==> config.mk <==
export PLATFORM = sky130hd
export DESIGN_NAME = wav_header_parser
export DESIGN_NICKNAME = d
export VERILOG_FILES = /design/src/whp_pkg.sv /design/src/whp_parse_core.sv /design/src/wav_header_parser.sv
export SDC_FILE = /design/constraint.sdc
export NUM_CORES = 1
export LEC_CHECK = 0
export BUFFER_PORTS_ARGS = -buffer_cell sky130_fd_sc_hd__buf_4
export CORE_MARGIN = 2
export CORE_UTILIZATION = 55
export CTS_CLUSTER_DIAMETER = 200
export DETAILED_ROUTE_END_ITERATION = 6
export MAX_ROUTING_LAYER = met4
export PLACE_DENSITY = 0.82
export SYNTH_ARGS = -nofsm -noshare
export SYNTH_HDL_FRONTEND = slang
export SYNTH_SLANG_ARGS = --single-unit
==> constraint.sdc <==
create_clock -name clk_i -period 4.9 [get_ports clk_i]
set_input_delay 0.49 -clock clk_i [delete_from_list [all_inputs] [get_ports clk_i]]
set_output_delay 0.49 -clock clk_i [all_outputs]
set_load 0.02 [all_outputs]
==> src/whp_pkg.sv <==
`default_nettype none

package whp_pkg;

  localparam int unsigned ResultWidth = 112;

  localparam logic [31:0] TagRiff = 32'h4646_4952;
  localparam logic [31:0] TagWave = 32'h4556_4157;
  localparam logic [31:0] TagFmt  = 32'h2074_6D66;
  localparam logic [31:0] TagData = 32'h6174_6164;

  localparam logic [15:0] FmtPcm    = 16'h0001;
  localparam logic [31:0] FmtMinLen = 32'd16;
  localparam logic [31:0] GapBytes  = 32'd6;

  typedef enum logic [3:0] {
    PhRiff,
    PhRsize,
    PhWave,
    PhFmtTag,
    PhFlen,
    PhFormat,
    PhChan,
    PhRate,
    PhGap,
    PhBits,
    PhFskip,
    PhCtag,
    PhDsize,
    PhOsize,
    PhCskip,
    PhDone
  } phase_e;

  typedef enum logic [2:0] {
    StParsing  = 3'd0,
    StData     = 3'd1,
    StBadTag   = 3'd2,
    StPcm8     = 3'd3,
    StTrunc    = 3'd4,
    StShortFmt = 3'd5
  } status_e;

  // first listed member sits in the top bits
  typedef struct packed {
    logic [31:0] data_bytes;
    logic [12:0] sample_bytes;
    logic [31:0] rate_hz;
    logic [15:0] channel_count;
    logic [15:0] format_code;
    status_e     status;
  } result_t;

endpackage

`default_nettype wire

==> src/whp_parse_core.sv <==
`default_nettype none

module whp_parse_core (
  input  wire logic            clk_i,
  input  wire logic            rst_ni,
  input  wire logic            en_i,
  input  wire logic [7:0]      stream_byte_i,
  input  wire logic            restart_i,
  input  wire logic            stream_end_i,
  output whp_pkg::result_t     result_o
);
  import whp_pkg::*;

  phase_e      ph_q, ph_d, ph_c;
  logic [1:0]  bif_q, bif_d, bif_c;
  logic [31:0] skip_q, skip_d, skip_c;
  logic [31:0] shift_q, shift_d, shift_c;
  logic [15:0] fmt_q, fmt_d, fmt_c;
  logic [15:0] chan_q, chan_d, chan_c;
  logic [31:0] rate_q, rate_d, rate_c;
  logic [12:0] sbytes_q, sbytes_d, sbytes_c;
  logic [31:0] flen_q, flen_d, flen_c;
  logic [31:0] dlen_q, dlen_d, dlen_c;
  status_e     st_q, st_d, st_c;

  logic [31:0] gword;
  logic [31:0] skip_dec;
  logic [31:0] flen_rest;
  logic        done2, done4;
  logic [12:0] bits_sh;

  // restart clears state ahead of this beat
  always_comb begin
    ph_c     = restart_i ? PhRiff    : ph_q;
    bif_c    = restart_i ? 2'd0      : bif_q;
    skip_c   = restart_i ? 32'd0     : skip_q;
    shift_c  = restart_i ? 32'd0     : shift_q;
    fmt_c    = restart_i ? 16'd0     : fmt_q;
    chan_c   = restart_i ? 16'd0     : chan_q;
    rate_c   = restart_i ? 32'd0     : rate_q;
    sbytes_c = restart_i ? 13'd0     : sbytes_q;
    flen_c   = restart_i ? 32'd0     : flen_q;
    dlen_c   = restart_i ? 32'd0     : dlen_q;
    st_c     = restart_i ? StParsing : st_q;
  end

  // little-endian field gather
  always_comb begin
    unique case (bif_c)
      2'd0: gword = {24'd0, stream_byte_i};
      2'd1: gword = {shift_c[31:16], stream_byte_i, shift_c[7:0]};
      2'd2: gword = {shift_c[31:24], stream_byte_i, shift_c[15:0]};
      2'd3: gword = {stream_byte_i, shift_c[23:0]};
      default: gword = {24'd0, stream_byte_i};
    endcase
  end

  assign done2     = (bif_c != 2'd0);
  assign done4     = (bif_c == 2'd3);
  assign skip_dec  = skip_c - 32'd1;
  assign flen_rest = flen_c - FmtMinLen;
  assign bits_sh   = gword[15:3];

  always_comb begin
    ph_d     = ph_c;
    bif_d    = bif_c;
    skip_d   = skip_c;
    shift_d  = shift_c;
    fmt_d    = fmt_c;
    chan_d   = chan_c;
    rate_d   = rate_c;
    sbytes_d = sbytes_c;
    flen_d   = flen_c;
    dlen_d   = dlen_c;
    st_d     = st_c;
    if (st_c == StParsing) begin
      if (stream_end_i) begin
        st_d = StTrunc;
        ph_d = PhDone;
      end else begin
        unique case (ph_c)
          PhRiff, PhRsize, PhWave, PhFmtTag, PhFlen, PhRate, PhCtag, PhDsize,
          PhOsize: begin
            shift_d = gword;
            bif_d   = done4 ? 2'd0 : bif_c + 2'd1;
            if (done4) begin
              unique case (ph_c)
                PhRiff: begin
                  if (gword == TagRiff) ph_d = PhRsize;
                  else begin
                    st_d = StBadTag;
                    ph_d = PhDone;
                  end
                end
                PhRsize: ph_d = PhWave;
                PhWave: begin
                  if (gword == TagWave) ph_d = PhFmtTag;
                  else begin
                    st_d = StBadTag;
                    ph_d = PhDone;
                  end
                end
                PhFmtTag: begin
                  if (gword == TagFmt) ph_d = PhFlen;
                  else begin
                    st_d = StBadTag;
                    ph_d = PhDone;
                  end
                end
                PhFlen: begin
                  flen_d = gword;
                  ph_d   = PhFormat;
                end
                PhRate: begin
                  rate_d = gword;
                  skip_d = GapBytes;
                  ph_d   = PhGap;
                end
                PhCtag: ph_d = (gword == TagData) ? PhDsize : PhOsize;
                PhDsize: begin
                  dlen_d = gword;
                  st_d   = StData;
                  ph_d   = PhDone;
                end
                default: begin
                  // other chunk: skip its body
                  if (gword == 32'd0) ph_d = PhCtag;
                  else begin
                    skip_d = gword;
                    ph_d   = PhCskip;
                  end
                end
              endcase
            end
          end
          PhFormat, PhChan, PhBits: begin
            shift_d = gword;
            bif_d   = done2 ? 2'd0 : bif_c + 2'd1;
            if (done2) begin
              unique case (ph_c)
                PhFormat: begin
                  fmt_d = gword[15:0];
                  ph_d  = PhChan;
                end
                PhChan: begin
                  chan_d = gword[15:0];
                  ph_d   = PhRate;
                end
                default: begin
                  sbytes_d = bits_sh;
                  if (fmt_c == FmtPcm && bits_sh == 13'd1) begin
                    st_d = StPcm8;
                    ph_d = PhDone;
                  end else if (flen_c < FmtMinLen) begin
                    st_d = StShortFmt;
                    ph_d = PhDone;
                  end else if (flen_rest == 32'd0) begin
                    ph_d = PhCtag;
                  end else begin
                    skip_d = flen_rest;
                    ph_d   = PhFskip;
                  end
                end
              endcase
            end
          end
          PhGap: begin
            skip_d = skip_dec;
            if (skip_dec == 32'd0) ph_d = PhBits;
          end
          PhFskip, PhCskip: begin
            skip_d = skip_dec;
            if (skip_dec == 32'd0) ph_d = PhCtag;
          end
          PhDone: ;
          default: ;
        endcase
      end
    end
  end

  always_ff @(posedge clk_i or negedge rst_ni) begin
    if (!rst_ni) begin
      ph_q     <= PhRiff;
      bif_q    <= 2'd0;
      skip_q   <= 32'd0;
      shift_q  <= 32'd0;
      fmt_q    <= 16'd0;
      chan_q   <= 16'd0;
      rate_q   <= 32'd0;
      sbytes_q <= 13'd0;
      flen_q   <= 32'd0;
      dlen_q   <= 32'd0;
      st_q     <= StParsing;
    end else if (en_i) begin
      ph_q     <= ph_d;
      bif_q    <= bif_d;
      skip_q   <= skip_d;
      shift_q  <= shift_d;
      fmt_q    <= fmt_d;
      chan_q   <= chan_d;
      rate_q   <= rate_d;
      sbytes_q <= sbytes_d;
      flen_q   <= flen_d;
      dlen_q   <= dlen_d;
      st_q     <= st_d;
    end
  end

  always_comb begin
    result_o.status        = st_d;
    result_o.format_code   = fmt_d;
    result_o.channel_count = chan_d;
    result_o.rate_hz       = rate_d;
    result_o.sample_bytes  = sbytes_d;
    result_o.data_bytes    = dlen_d;
  end

endmodule

`default_nettype wire

==> src/wav_header_parser.sv <==
`default_nettype none

// WAV header parser: takes a WAV file one byte per beat and walks its
// little-endian RIFF header (RIFF / WAVE / fmt tags, format, channels, rate,
// bits per sample, then chunk by chunk up to the data chunk). Every input
// beat gives exactly one result beat carrying the status and all captured
// fields so far; once the status leaves "parsing" the result repeats until a
// beat with restart set. One byte is taken per clock while the result side
// can accept it: a beat lands in an input register, the parser state updates
// as it moves into the result register, and a full result register that is
// being drained does not stall the input, while one that is not drained does.
// Odd chunk sizes are not padded, and a fmt chunk shorter than 16 bytes is
// reported as short fmt rather than re-read.
module wav_header_parser (
  input  wire logic         clk_i,
  input  wire logic         rst_ni,
  input  wire logic         s_axis_tvalid,
  output logic              s_axis_tready,
  input  wire logic [7:0]   s_axis_tdata,  // [7:0] stream_byte
  input  wire logic [1:0]   s_axis_tuser,  // [0] restart, [1] stream_end
  output logic              m_axis_tvalid,
  input  wire logic         m_axis_tready,
  // [2:0] status, [18:3] format_code, [34:19] channel_count,
  // [66:35] rate_hz, [79:67] sample_bytes, [111:80] data_bytes
  output logic [whp_pkg::ResultWidth-1:0] m_axis_tdata
);
  import whp_pkg::*;

  // input register
  logic       in_vld_q, in_vld_d;
  logic [7:0] in_byte_q;
  logic [1:0] in_user_q;

  // result register
  logic    out_vld_q, out_vld_d;
  result_t out_q;
  result_t core_res;

  logic in_acc;
  logic adv;  // input register beat moves into the result register

  assign adv           = in_vld_q && (!out_vld_q || m_axis_tready);
  assign s_axis_tready = !in_vld_q || adv;
  assign in_acc        = s_axis_tvalid && s_axis_tready;

  assign in_vld_d  = in_acc ? 1'b1 : (adv ? 1'b0 : in_vld_q);
  assign out_vld_d = adv ? 1'b1 : (m_axis_tready ? 1'b0 : out_vld_q);

  whp_parse_core u_core (
    .clk_i         (clk_i),
    .rst_ni        (rst_ni),
    .en_i          (adv),
    .stream_byte_i (in_byte_q),
    .restart_i     (in_user_q[0]),
    .stream_end_i  (in_user_q[1]),
    .result_o      (core_res)
  );

  always_ff @(posedge clk_i or negedge rst_ni) begin
    if (!rst_ni) begin
      in_vld_q  <= 1'b0;
      out_vld_q <= 1'b0;
    end else begin
      in_vld_q  <= in_vld_d;
      out_vld_q <= out_vld_d;
    end
  end

  // payload, no reset needed
  always_ff @(posedge clk_i) begin
    if (in_acc) begin
      in_byte_q <= s_axis_tdata;
      in_user_q <= s_axis_tuser;
    end
    if (adv) begin
      out_q <= core_res;
    end
  end

  assign m_axis_tvalid = out_vld_q;
  assign m_axis_tdata  = out_q;

endmodule

`default_nettype wire
## After elaboration in Yosys (flattened, before gate mapping)

Cells that the tools add are included.

- Input port bits: 14
- Output and inout bits: 114
- Flip-flop bits (word level): 338
- Word-level logic and storage cells: 165

- Add/subtract/negate cells: 3
- Equality and inequality tests: 23
- Reduce and logical (&&, ||, !) cells: 23
- $lt $le $gt $ge: 1
- Multiplexer cells: 94

Operators with widths:

| kind | number |
|---|---|
| two-way mux 32 bit | 32 |
| two-way mux 16 bit | 12 |
| case mux 32 bit (4 select lines) | 1 |
| equality test 32 x 31 -> 1 bit (second input constant) | 3 |
| logical NOT 32 bit | 3 |
| case mux 32 bit (3 select lines) | 1 |
| two-way mux 13 bit | 6 |
| case mux 32 bit (2 select lines) | 1 |
| two-way mux 4 bit | 12 |
| two-way mux 3 bit | 12 |
| equality test 32 x 30 -> 1 bit (second input constant) | 1 |
| less-than comparator 32 x 5 -> 1 bit (second input constant) | 1 |
| case mux 4 bit (8 select lines) | 1 |
| subtractor 32 x 1 -> 32 bit (second input constant) | 1 |
| subtractor 32 x 5 -> 32 bit (second input constant) | 1 |
| equality test 4 bit (second input constant) | 7 |
| equality test 16 x 1 -> 1 bit (second input constant) | 1 |
| equality test 4 x 3 -> 1 bit (second input constant) | 4 |
| case mux 4 bit (4 select lines) | 1 |
| equality test 13 x 1 -> 1 bit (second input constant) | 1 |
| case mux 3 bit (4 select lines) | 1 |
| OR reduction 12 bit | 1 |
| two-way mux 2 bit | 5 |
| OR reduction 9 bit | 1 |
| other kinds (19) | 34 |

## Longest topological paths before layout

- Depth in word-level cells: 11
- Depth in mapped cells: 23
- Mapped depth without buffers: 14

## Cells and area by module

A second synthesis with hierarchy kept.

- Cell total of the unflattened synthesis: 1835
- Area total of the unflattened synthesis: 17959.7 µm²

By module, submodules not included:

| module | sequential area each (µm²) | instances | cells each | area each (µm²) |
|---|---|---|---|---|
| whp_parse_core | 5355.1 | 1 | 1705 | 14192.4 |
| wav_header_parser | 3713.6 | 1 | 130 | 3767.4 |

## Least setup slack after synthesis

Ideal clock, no wire load.

- Path kind: in2reg
- Start: input port m_axis_tready
- End: register out_q, in the netlist m_axis_tdata[0] (enable)
- Setup slack: -0.593 ns
- Cell stages on the path: 7
- Data required time: 4.380 ns
- Buffers on the path: 4
- Arrival time: 4.973 ns
- Setup time: 0.520 ns
- Cells stage by stage: nand2b_1 -> nand2_1 -> inv_1 -> clkbuf_1 -> clkbuf_1 -> clkbuf_1 -> clkbuf_1

- Longest elaborated chain between the ends: 2

Ends and longest elaborated chain:

| what | line | source |
|---|---|---|
| start: declaration | wav_header_parser.sv:22 | `input wire logic m_axis_tready,` |
| logical OR 1 bit | wav_header_parser.sv:42 | `assign adv = in_vld_q && (!out_vld_q \|\| m_axis_tready);` |
| logical AND 1 bit | wav_header_parser.sv:42 |  |
| named net adv | wav_header_parser.sv:40 | `logic adv;` |
| end signal: assignment | wav_header_parser.sv:76 | `out_q <= core_res;` |
| end: declaration | wav_header_parser.sv:36 | `result_t out_q;` |

The timed path passes the listed nets, and every way through them passes these cells.
A chain may end at the register's enable or synchronous reset.

## Final worst setup path

- Start: register in_user_q[0]
- End: register u_core.ph_q[0]

- Longest elaborated chain between the ends: 11
- Elaborated cells on any way between the ends: 58
- Classes of those cells: add/sub (2); order compare (1); eq/ne (21); mux (23); reduce/logical (11)

Ends and longest elaborated chain:

| what | line | source |
|---|---|---|
| start: declaration | wav_header_parser.sv:32 | `logic [1:0] in_user_q;` |
| start signal: assignment | wav_header_parser.sv:73 | `in_user_q <= s_axis_tuser;` |
| two-way mux 32 bit / two-way mux 2 bit (equally long branches) | whp_parse_core.sv:42, whp_parse_core.sv:35 |  |
| subtractor 32 x 5 -> 32 bit, or another cell as far along | whp_parse_core.sv:61 | `assign flen_rest = flen_c - FmtMinLen;` |
| logical NOT 32 bit / case mux 32 bit (4 select lines) (equally long branches) | whp_parse_core.sv:157, whp_parse_core.sv:49 |  |
| two-way mux 1 bit / equality test 13 x 1 -> 1 bit (equally long branches) | whp_parse_core.sv:157, whp_parse_core.sv:151 |  |
| two-way mux 4 bit / logical AND 1 bit (equally long branches) | whp_parse_core.sv:154, whp_parse_core.sv:151 |  |
| two-way mux 4 bit | whp_parse_core.sv:151 | `if (fmt_c == FmtPcm && bits_sh == 13'd1) begin` |
| case mux 4 bit (2 select lines) | whp_parse_core.sv:140 | `unique case (ph_c)` |
| two-way mux 4 bit | whp_parse_core.sv:139 | `if (done2) begin` |
| case mux 4 bit (4 select lines) | whp_parse_core.sv:81 | `unique case (ph_c)` |
| two-way mux 4 bit | whp_parse_core.sv:77 | `if (stream_end_i) begin` |
| two-way mux 4 bit * | whp_parse_core.sv:76 | `if (st_c == StParsing) begin` |
| end signal: assignment | whp_parse_core.sv:184 | `ph_q <= PhRiff;` |
| end signal: assignment | whp_parse_core.sv:196 | `ph_q <= ph_d;` |
| end: declaration | whp_parse_core.sv:14 | `phase_e ph_q, ph_d, ph_c;` |

Mark *: on every way between the ends. The rest lies on a longest branch, timed or not.

==> metrics.cfg <==
[timing]
fin_crit_ns = 4.255
fmax_mhz = 235.0
setup-tns-final_ns = 0
finalHoldViolCount = 0
whs_ns = 0.1360
finClkSkew_ns = 0.01465
rsz0062_at_grt = no
finalMaxSlewViolations = 0
worst_pin_slew_ns = 1.256
slew_headroom_pct = 16.28
setup_viol = 0
post-route-period-util_pct = 86.84

[setup_path]
max_stage_delay_ns = 0.49
rr_startpoint = in_user_q[0]$_DFFE_PP_
end_kind = flip-flop
crit_required_ns = 5.38
cp_data_arrival_time_ns = 4.73
r2r_cells = 12
crit_chain = buf_12, nor2b_1, inv_1, ha_1, nand3_1, o21ai_1, o21ai_0, or4_1, a31oi_1, nand4b_1, o21ai_0, o32a_1
worstSetupPathType = flip-flop to flip-flop
crit_top_cell = o21ai_0
critPathMaxFanout = 103
rr_endpoint = u_core.ph_q[0]$_DFFE_PN0P_
worstSetupStartpointType = flip-flop
slowest_stage = or4_1
r2r_slack_ns = 0.64
cp_num_buf_inv = 2
path_delay_family = compound AO/OA/AOI/OAI gates

[floorplan]
initial_core_util_pct = 55.83
core_area_mm2 = 0.03245
die_area_mm2 = 0.03441
fp-row-count = 66
chipHeight_um = 185.5
io_pins = 128
die_w_um = 185.5

[outcome]
status = finished, final reports clean

[routing]
drtAntennaViolNets = 0
drt_first_pass_iters = 6
vias = 16714
drt-initial-drc-count = 2285
routed_wl_um = 64610
drc = 0
detail_route.wl_per_cell_um = 25.91
via_per_inst = 6.702

[grt]
gr-total-overflow = 0
grt_use_total_pct = 38.69
grt_pass1_wl_um = 96540
grt_max_degree = 171
antenna_found_initial = 2
grt_pass1_vias = 15551

[clock_network]
cts_setup_buffers = 0
cts.clk_slew.worst_paths_ns = 0.06
clock_latency_ns = 0.54
cts_max_path_buffers = 3
clockRootBuffer = clkbuf_16
cts_max_level = 2
cts.sinks = 338
cts_made_buffers = 37
cts_tree = built

[cells_and_area]
final_common_cell = o21ai_0
seqCellArea_mm2 = 0.009069
synthToLayoutAreaGrowth_pct = 14.94
final_core_util_pct = 64.17
final_nets = 2046
fillCellCount = 2613
most-common-layout-cells = o21ai_0, nand2_1, nor2_1, dfrtp_1, buf_4
multi_input_area_mm2 = 0.008414
drive_gt1_share_pct = 18.24
final_area_mm2 = 0.02083

[hold_path]
hold_path_class = input port to flip-flop
whs_path_depth = 1
min_to = in_user_q[1]$_DFFE_PP_
holdCritStartpoint = s_axis_tuser[1]

[power_and_ir_drop]
ir_drop_mv = 0.3558
power.total_mw = 8.648
swShare_pct = 34.69
pwr-share-clk_pct = 32.8
combinationalPowerShare_pct = 25.9
internal-power_mw = 5.648
power_frac_seq_pct = 41.3
leakagePower_nw = 8.605
p_per_area_mw_per_mm2 = 415.3
switching_power_mw = 3.000

[synth]
synth.avg_cell_area_um2 = 9.359
yosys_warnings = 0
synth_cells = 1936
synth_edf_count = 122
ys_seq_elements = 338
ys_seq_area_share_pct = 50.05
async_reset_ff_share_pct = 63.91
ys_types = 93
netlist_area_mm2 = 0.01812
synth-main-ff-cell = dfrtp_1
syn_nets = 1959

[job]
cap_violations = 0

[placement]
dp_hpwl_um = 44630
dpl_cell_area_mm2 = 0.01957
globalplace.congestion = 1.054
io_buffer_count = 127

[per-stage QoR]
stage / instances / worst slack (ns)
after global routing: 2494 / 0.5014
after floorplan: 1936 / 0.05828
final: 2494 / 0.6449
after CTS: 2493 / 0.8326
after detailed placement: 2425 / 0.8385
after global placement: 2425 / 0.8804
[how the worst max path moves through the flow]
stage	startpoint	endpoint	slack [ns]	cells past startpoint
global route	in_user_q[0]$_DFFE_PP_	u_core.ph_q[0]$_DFFE_PN0P_	0.50	12
detailed placement	in_user_q[0]$_DFFE_PP_	u_core.ph_q[0]$_DFFE_PN0P_	0.84	12
CTS	in_user_q[0]$_DFFE_PP_	u_core.ph_q[0]$_DFFE_PN0P_	0.83	12
floorplan	in_user_q[0]$_DFFE_PP_	u_core.skip_q[26]$_DFFE_PN0P_	0.06	22
finish	in_user_q[0]$_DFFE_PP_	u_core.ph_q[0]$_DFFE_PN0P_	0.64	12
global placement	in_user_q[0]$_DFFE_PP_	u_core.ph_q[0]$_DFFE_PN0P_	0.88	12
[cell type report]
| cell class | instances | share of cell area, % |
|---|---|---|
| Multi-Input combinational cell | 1437 | 40.40 |
| Clock buffer | 54 | 5.341 |
| Inverter | 25 | 0.4987 |
| Antenna cell | 1 | 0.01202 |
| Sequential cell | 338 | 43.54 |
| Tap cell | 442 | 2.655 |
| Clock inverter | 13 | 0.6248 |
| Timing Repair Buffer | 184 | 6.921 |
[state kept, by name (all words and copies together), names as in the netlist, 16 cells and up]
register / count
m_axis_tdata: 112
u_core.dlen_q: 32
u_core.flen_q: 32
u_core.rate_q: 32
u_core.shift_q: 32
u_core.skip_q: 32
u_core.chan_q: 16
u_core.fmt_q: 16
[power groups by stage]
stage          Clock [mW]  Combinational, mW  Sequential [mW]
2_1_floorplan           0               1.35             3.53
5_1_grt              2.97               2.40             3.60
3_3_place_gp            0               2.15             3.59
6_report             2.83               2.24             3.57
3_5_place_dp            0               2.17             3.60
4_1_cts              2.85               2.18             3.55
[repair_timing]
item                      CTS  global route
hold buffers                1             0
resized for setup           0             0
hold endpoints to repair   60             0
[Yosys cell counts, types with 12 or more instances]
cell type | n | area, um2
edfxtp_1 | 122 | 3664
nand2_1 | 224 | 840.8
dfrtp_1 | 216 | 5405
buf_1 | 17 | 63.81
o221ai_1 | 12 | 105.1
o211ai_1 | 18 | 135.1
or2_2 | 20 | 125.1
nor2_1 | 216 | 810.8
nor3_1 | 45 | 225.2
o21a_1 | 13 | 97.59
o21ai_0 | 231 | 1156
buf_2 | 17 | 85.08
nand3_1 | 135 | 675.7
xnor2_1 | 13 | 113.9
nor4_1 | 27 | 168.9
a21oi_1 | 65 | 325.3
mux2_2 | 63 | 709.4
a31oi_1 | 19 | 118.9
clkbuf_1 | 97 | 364.1
o21ai_1 | 12 | 60.06
nor2b_1 | 18 | 112.6
or3_1 | 12 | 75.07
a22oi_1 | 48 | 360.4
nand4_1 | 16 | 100.1
inv_1 | 25 | 93.84
[metal layers]
metal  GRT usage [%]  vias up  share of wire (%)
met4           14.06        0                3.9
li1                -     7304                  -
met3           8.785      154                 11
met2           56.81     1087                 45
met5               -        -                  0
met1           52.81     8169                 40
[cells by family after synthesis]
| kind of cell | after synthesis | synth area share (%) |
|---|---|---|
| adders and majority gates | 9 | 0.6215 |
| and+or+nand+nor | 804 | 21.54 |
| buffers and inverters | 161 | 3.598 |
| DFF | 338 | 50.05 |
| xor gates and xnor gates | 21 | 1.015 |
| AOI/OAI and AO/OA | 534 | 18.93 |
| muxes | 69 | 4.247 |
Note: power is estimated with default switching activity, not from simulation.
